<file path="config.mk">
export PLATFORM = sky130hd
export DESIGN_NAME = ndd_ctrl
export DESIGN_NICKNAME = d
export VERILOG_FILES = /design/src/hw/rtl/ndd_pkg.sv /design/src/hw/rtl/ndd_ctrl.sv
export SDC_FILE = /design/constraint.sdc
export NUM_CORES = 1
export LEC_CHECK = 0
export ABC_AREA = 1
export BUFFER_PORTS_ARGS = -buffer_cell sky130_fd_sc_hd__buf_2
export CORE_MARGIN = 3
export CORE_UTILIZATION = 60
export CTS_BUF_LIST = sky130_fd_sc_hd__clkbuf_2
export CTS_CLUSTER_SIZE = 16
export DETAILED_ROUTE_END_ITERATION = 8
export GPL_ROUTABILITY_DRIVEN = 0
export PLACE_DENSITY_LB_ADDON = 0.1
export SYNTH_ARGS = -nofsm -noshare
export SYNTH_HDL_FRONTEND = slang
export SYNTH_SLANG_ARGS = --single-unit
</file>
<file path="constraint.sdc">
create_clock -name clk -period 5.55 [get_ports clk]
set_input_delay 1.3875 -clock clk [delete_from_list [all_inputs] [get_ports clk]]
set_output_delay 1.3875 -clock clk [all_outputs]
set_load 0.03 [all_outputs]
</file>
<file path="src/hw/rtl/ndd_pkg.sv">
// Types, constants and arithmetic helpers of the divided-difference interpolator.
package ndd_pkg;

	localparam int MAX_NODES = 16;
	localparam int FRAC_BITS = 16;
	localparam int DATA_W    = 32;
	localparam int IDX_W     = $clog2(MAX_NODES);
	localparam int CNT_W     = $clog2(MAX_NODES + 1);
	localparam int MAG_W     = DATA_W + 1;
	localparam int NUM_W     = MAG_W + FRAC_BITS;
	localparam int WIDE_W    = 2 * DATA_W;
	localparam int DIV_STEPS = NUM_W;
	localparam int DSTEP_W   = $clog2(DIV_STEPS);

	localparam logic signed [DATA_W-1:0] VAL_MAX = {1'b0, {(DATA_W-1){1'b1}}};
	localparam logic signed [DATA_W-1:0] VAL_MIN = {1'b1, {(DATA_W-1){1'b0}}};
	localparam logic signed [DATA_W-1:0] VAL_ONE = DATA_W'(64'd1 << FRAC_BITS);
	localparam logic [WIDE_W-1:0]        SAT_LIM = WIDE_W'(1) << (DATA_W - 1);

	typedef enum logic [1:0] {
		MODE_START  = 2'd0,
		MODE_APPEND = 2'd1,
		MODE_EVAL   = 2'd2,
		MODE_NONE   = 2'd3
	} mode_t;

	typedef enum logic [1:0] {
		ST_OK    = 2'd0,
		ST_DUP   = 2'd1,
		ST_EMPTY = 2'd2,
		ST_FULL  = 2'd3
	} status_t;

	typedef enum logic [1:0] {
		OUT_ZERO = 2'd0,
		OUT_COEF = 2'd1,
		OUT_ACC  = 2'd2
	} out_sel_t;

	typedef struct packed {
		logic             load_start;
		logic             load_append;
		logic             query_load;
		logic [IDX_W-1:0] x_ra;
		logic [IDX_W-1:0] x_rb;
		logic [IDX_W-1:0] c_ra;
		logic [IDX_W-1:0] c_rb;
		logic [IDX_W-1:0] c_wa;
		logic             c_wr_div;
		logic             c_wr_zero;
		logic             set_dup;
		logic             set_ready;
		logic             div_start;
		logic             ev_init;
		logic             ev_mul_d;
		logic             ev_prod;
		logic             ev_mul_c;
		logic             ev_acc;
		logic             out_set;
		out_sel_t         out_sel;
		status_t          out_status;
	} cmd_t;

	typedef struct packed {
		logic [CNT_W-1:0] count;
		logic             coef_ready;
		logic             dup;
		logic             den_zero;
		logic             div_done;
		logic             out_free;
	} sts_t;

	function automatic logic [DATA_W-1:0] mag_d(input logic signed [DATA_W-1:0] v);
		return v[DATA_W-1] ? (~v + 1'b1) : v;
	endfunction

	function automatic logic [MAG_W-1:0] mag_w(input logic signed [MAG_W-1:0] v);
		return v[MAG_W-1] ? (~v + 1'b1) : v;
	endfunction

	// Magnitude and sign to a saturated signed word.
	function automatic logic signed [DATA_W-1:0] signed_sat(input logic [WIDE_W-1:0] m,
			input logic neg);
		logic [DATA_W-1:0] low;
		low = m[DATA_W-1:0];
		if (neg) begin
			if (m >= SAT_LIM) return VAL_MIN;
			return ~low + 1'b1;
		end
		if (m >= SAT_LIM) return VAL_MAX;
		return low;
	endfunction

	function automatic logic signed [DATA_W-1:0] sat_w(input logic signed [MAG_W-1:0] v);
		if (v[MAG_W-1] != v[MAG_W-2]) return v[MAG_W-1] ? VAL_MIN : VAL_MAX;
		return v[DATA_W-1:0];
	endfunction

endpackage

</file>
<file path="src/hw/rtl/ndd_ctrl.sv">
// Controller: decodes words, sequences the coefficient build and the evaluation.
module ndd_ctrl (
	input  logic            clk,
	input  logic            arst_n,
	input  logic            in_valid,
	input  logic [1:0]      mode,
	input  ndd_pkg::sts_t   sts,
	output logic            in_ready,
	output ndd_pkg::cmd_t   cmd
);
	typedef enum logic [11:0] {
		S_IDLE  = 12'b0000_0000_0001,
		S_BRD   = 12'b0000_0000_0010,
		S_BCHK  = 12'b0000_0000_0100,
		S_BDIV  = 12'b0000_0000_1000,
		S_ECHK  = 12'b0000_0001_0000,
		S_ERD0  = 12'b0000_0010_0000,
		S_EINIT = 12'b0000_0100_0000,
		S_ERD   = 12'b0000_1000_0000,
		S_ED    = 12'b0001_0000_0000,
		S_EP    = 12'b0010_0000_0000,
		S_EC    = 12'b0100_0000_0000,
		S_EA    = 12'b1000_0000_0000
	} state_t;

	state_t                     state_q, state_n;
	logic [ndd_pkg::IDX_W-1:0]  i_q, i_n, j_q, j_n, last;
	logic                       accept, building;
	state_t                     adv_state;
	logic [ndd_pkg::IDX_W-1:0]  adv_i, adv_j;
	logic                       adv_ready;

	assign in_ready = (state_q == S_IDLE) && sts.out_free;
	assign accept   = in_valid && in_ready;
	assign last     = ndd_pkg::IDX_W'(sts.count - 1'b1);
	assign building = (state_q == S_BRD) || (state_q == S_BCHK) || (state_q == S_BDIV);

	// Next coefficient of the in-place table: walk each column from the top down.
	always_comb begin
		adv_state = S_BRD;
		adv_i     = i_q - 1'b1;
		adv_j     = j_q;
		adv_ready = 1'b0;
		if (i_q == j_q) begin
			if (j_q == last) begin
				adv_state = S_ECHK;
				adv_ready = 1'b1;
				adv_i     = i_q;
			end else begin
				adv_j = j_q + 1'b1;
				adv_i = last;
			end
		end
	end

	always_comb begin
		state_n        = state_q;
		i_n            = i_q;
		j_n            = j_q;
		cmd            = '0;
		cmd.out_sel    = ndd_pkg::OUT_ZERO;
		cmd.out_status = ndd_pkg::ST_OK;
		cmd.x_ra       = i_q;
		cmd.x_rb       = building ? i_q - j_q : i_q - 1'b1;
		cmd.c_ra       = i_q;
		cmd.c_rb       = i_q - 1'b1;
		cmd.c_wa       = i_q;
		unique case (state_q)
			S_IDLE: begin
				if (accept) begin
					unique case (ndd_pkg::mode_t'(mode))
						ndd_pkg::MODE_START: begin
							cmd.load_start = 1'b1;
							cmd.out_set    = 1'b1;
						end
						ndd_pkg::MODE_APPEND: begin
							cmd.out_set = 1'b1;
							if (sts.coef_ready ||
									sts.count >= ndd_pkg::CNT_W'(ndd_pkg::MAX_NODES)) begin
								cmd.out_status = ndd_pkg::ST_FULL;
							end else begin
								cmd.load_append = 1'b1;
							end
						end
						ndd_pkg::MODE_EVAL: begin
							cmd.query_load = 1'b1;
							if (sts.count == '0) begin
								cmd.out_set    = 1'b1;
								cmd.out_status = ndd_pkg::ST_EMPTY;
							end else if (sts.coef_ready) begin
								state_n = S_ECHK;
							end else if (last == '0) begin
								cmd.set_ready = 1'b1;
								state_n       = S_ECHK;
							end else begin
								i_n     = last;
								j_n     = ndd_pkg::IDX_W'(1);
								state_n = S_BRD;
							end
						end
						ndd_pkg::MODE_NONE: begin
							cmd.out_set = 1'b1;
						end
						default: ;
					endcase
				end
			end
			S_BRD: state_n = S_BCHK;
			S_BCHK: begin
				if (sts.den_zero) begin
					cmd.c_wr_zero = 1'b1;
					cmd.set_dup   = 1'b1;
					cmd.set_ready = adv_ready;
					state_n       = adv_state;
					i_n           = adv_i;
					j_n           = adv_j;
				end else begin
					cmd.div_start = 1'b1;
					state_n       = S_BDIV;
				end
			end
			S_BDIV: begin
				if (sts.div_done) begin
					cmd.c_wr_div  = 1'b1;
					cmd.set_ready = adv_ready;
					state_n       = adv_state;
					i_n           = adv_i;
					j_n           = adv_j;
				end
			end
			S_ECHK: begin
				if (sts.dup) begin
					cmd.out_set    = 1'b1;
					cmd.out_status = ndd_pkg::ST_DUP;
					state_n        = S_IDLE;
				end else begin
					i_n     = '0;
					state_n = S_ERD0;
				end
			end
			S_ERD0: state_n = S_EINIT;
			S_EINIT: begin
				cmd.ev_init = 1'b1;
				if (last == '0) begin
					cmd.out_set = 1'b1;
					cmd.out_sel = ndd_pkg::OUT_COEF;
					state_n     = S_IDLE;
				end else begin
					i_n     = ndd_pkg::IDX_W'(1);
					state_n = S_ERD;
				end
			end
			S_ERD: state_n = S_ED;
			S_ED: begin
				cmd.ev_mul_d = 1'b1;
				state_n      = S_EP;
			end
			S_EP: begin
				cmd.ev_prod = 1'b1;
				state_n     = S_EC;
			end
			S_EC: begin
				cmd.ev_mul_c = 1'b1;
				state_n      = S_EA;
			end
			S_EA: begin
				cmd.ev_acc = 1'b1;
				if (i_q == last) begin
					cmd.out_set = 1'b1;
					cmd.out_sel = ndd_pkg::OUT_ACC;
					state_n     = S_IDLE;
				end else begin
					i_n     = i_q + 1'b1;
					state_n = S_ERD;
				end
			end
			default: state_n = S_IDLE;
		endcase
	end

	always_ff @(posedge clk or negedge arst_n) begin
		if (!arst_n) begin
			state_q <= S_IDLE;
			i_q     <= '0;
			j_q     <= '0;
		end else begin
			state_q <= state_n;
			i_q     <= i_n;
			j_q     <= j_n;
		end
	end
endmodule

</file>
==> out/results.ini <==
[status]
status = complete, no violations

[sta]
finalMaxSlewViolations = 0
slew-limit-headroom = 0.639
worst_hold_slack_ps = 594
setup_viol = 0
fin_crit_ps = 4450
rsz0062_at_grt = no
tns_ps = 0
hold_viol = 0
clock.fmax_mhz = 225
finClkSkew_ps = 3.28
min_period_over_period = 0.801
tightest_slew_ps = 541

[placement]
dp_cells = 445
hpwlAfterDp_mm = 4.53
port_buffers = 53

[floorplanning]
die_x_um = 67.4
rows = 21
die_height_um = 67.4
die-area_um2 = 4540
initial_core_util = 0.647
core_um2 = 3490
pin_count = 54

[logic_synthesis]
synth_edf_count = 0
synth_warnings = 0
synth_top_family_by_area = simple AND/OR/NAND/NOR gates
netlist_area_um2 = 2260
muxShareOfSynthArea = 0
avgSynthCellArea_um2 = 6.32
synth_compound_area_frac = 0.0935
synthXorXnorAreaFrac = 0.0348
synth_cells = 358
ys_seq_area_frac = 0.222
synth.distinct_cells = 36
synthAdderAreaFrac = 0.0752
synth_nets = 386
synthSimpleGateAreaFrac = 0.415
ys_seq_elements = 20
synth_flop_cell = dfrtp_1
async_flop_share = 1.00

[grt]
globalRouteOverflowTotal = 0
grt_usage = 0.279
antenna_found_initial = 0
grt_max_degree = 21
first_global_vias = 2206
grt_pass1_wl_mm = 9.61

[flow_run]
drv_cap = 0

[drt]
vias_per_cell = 5.30
drt_iter0_markers = 144
drc_errors = 0
wire_per_inst_um = 12.3
dr.pass1.iters = 6
drt-total-wl_mm = 5.54
antenna_left = 0
vias = 2379

[worst_setup_path]
worst-setup-path-type = in2out
critPathCaptureType = output pin
cp.arrival_ps = 3060
crit_required_ps = 4160
critical_path.max_fanout = 7
worst_setup_path_start_kind = input port

[power]
powerDensity_nw_per_um2 = 511
leakage_nw = 1.58
peakVddDrop_mv = 0.223
power_mw = 1.30

[clocking]
path_clk_slew_ps = 210
cts-hold-fix-buffers = 0
post_cts_buffers = 0
post_cts_resized = 0
clockBufferDepth = 2
cts_tree = built
cts_sinks = 20
cts_htree_levels = 1
root_buffer = clkbuf_2
cts_buffers = 3
clk_latency_ps = 350

[final_layout]
diodes = 0
layout-drive-gt1-share = 0.228
final_cells = 449
fin_nets = 432
syn_to_final_growth_pct = 12.6

[hold_path]
worst_hold_path_type = reg2reg

## cells in the mapped netlist, types with 3 or more instances
cell type  instances  area share
o21ai_0            9       0.020
nand2_4            3       0.015
o21ai_1            9       0.020
xor2_1             8       0.031
a21oi_1            9       0.020
ha_1              12       0.066
inv_1             65        0.11
o31ai_1            3       0.010
nand3_1           35       0.077
dfrtp_1           19        0.21
nor2_1            38       0.063
nand4_1           11       0.030
nand2_2            6       0.017
nor3_1             5       0.011
nor2_2             7       0.019
buf_4             10       0.033
nor2_4             5       0.025
inv_2              8       0.013
nand2_1           79        0.13
## cells by family (layout without fill, tap and decap cells)
logic type | Yosys count | in the layout
flops | 20 | 20
simple gates | 193 | 193
buf+inv | 86 | 131
compound gates | 37 | 37
xor+xnor | 9 | 9
fa+ha+maj | 13 | 13
## registers in the layout, summed over array words and instances (netlist names)
register and count:
state_q 12, i_q 4, j_q 4
## cells in the final DEF (no fill, tap or decap), types with 7 or more instances in the layout
cell,n
a21oi_1,9
buf_2,53
dfrtp_1,19
ha_1,12
inv_1,65
inv_2,8
nand2_1,79
nand3_1,35
nand4_1,11
nor2_1,38
nor2_2,7
o21ai_0,9
o21ai_1,9
xor2_1,8
## metrics by stage
stage / setup slack [ps] / instance area [um2] / util
floorplan: 1270 / 2260 / -
global placement: 1210 / 2500 / 0.716
detailed placement: 1150 / 2500 / 0.716
CTS: 1140 / 2550 / 0.729
global route: 960 / 2550 / 0.729
finish: 1100 / 2550 / 0.729
## metal layers
layer  vias to the layer above  wire length (um)  GRT usage
li1                       1209                 -          -
met1                      1079              2560      0.373
met2                        80              2520      0.453
met3                        11               361     0.0349
met4                         0                99      0.114
met5                         -                 0          0
## worst max-delay path: stages
cell,delay (ps)
buf_2,130
inv_2,80
ha_1,370
xor2_1,160
nand2_1,60
nor2_1,190
nand3_1,170
inv_1,100
o21ai_0,80
o31ai_1,80
buf_2,250
## power breakdown
part / switching [mW] / internal [mW] / total [mW] / leakage, nW
clock network: 0.0528 / 0.0621 / 0.115 / 0.0266
logic: 0.675 / 0.284 / 0.959 / 1.29
registers: 0.0501 / 0.176 / 0.227 / 0.262
## area by class of cell
type	instances	area, um2
multi-input combinational	252	1400
fill	323	948
sequential	20	502
inverter	74	278
timing repair buffer	53	265
tap	46	57.6
clock inverter	1	30.0
clock buffer	3	15.0
## path summary, 6_finish.rpt
check | start | end | slack, ps | cells after the start
setup / recovery | sts[5] | cmd[11] | 1100 | 11
hold / removal | j_q[3] | j_q[3] | 590 | 2
setup reg to reg | i_q[0] | j_q[3] | 3250 | 11
hold reg to reg | j_q[3] | j_q[3] | 590 | 2
max in group asynchronous | arst_n | state_q[0] | 4260 | 1
min in group asynchronous | arst_n | state_q[6] | 940 | 1
No activity file was read; power rests on OpenSTA's default activity.
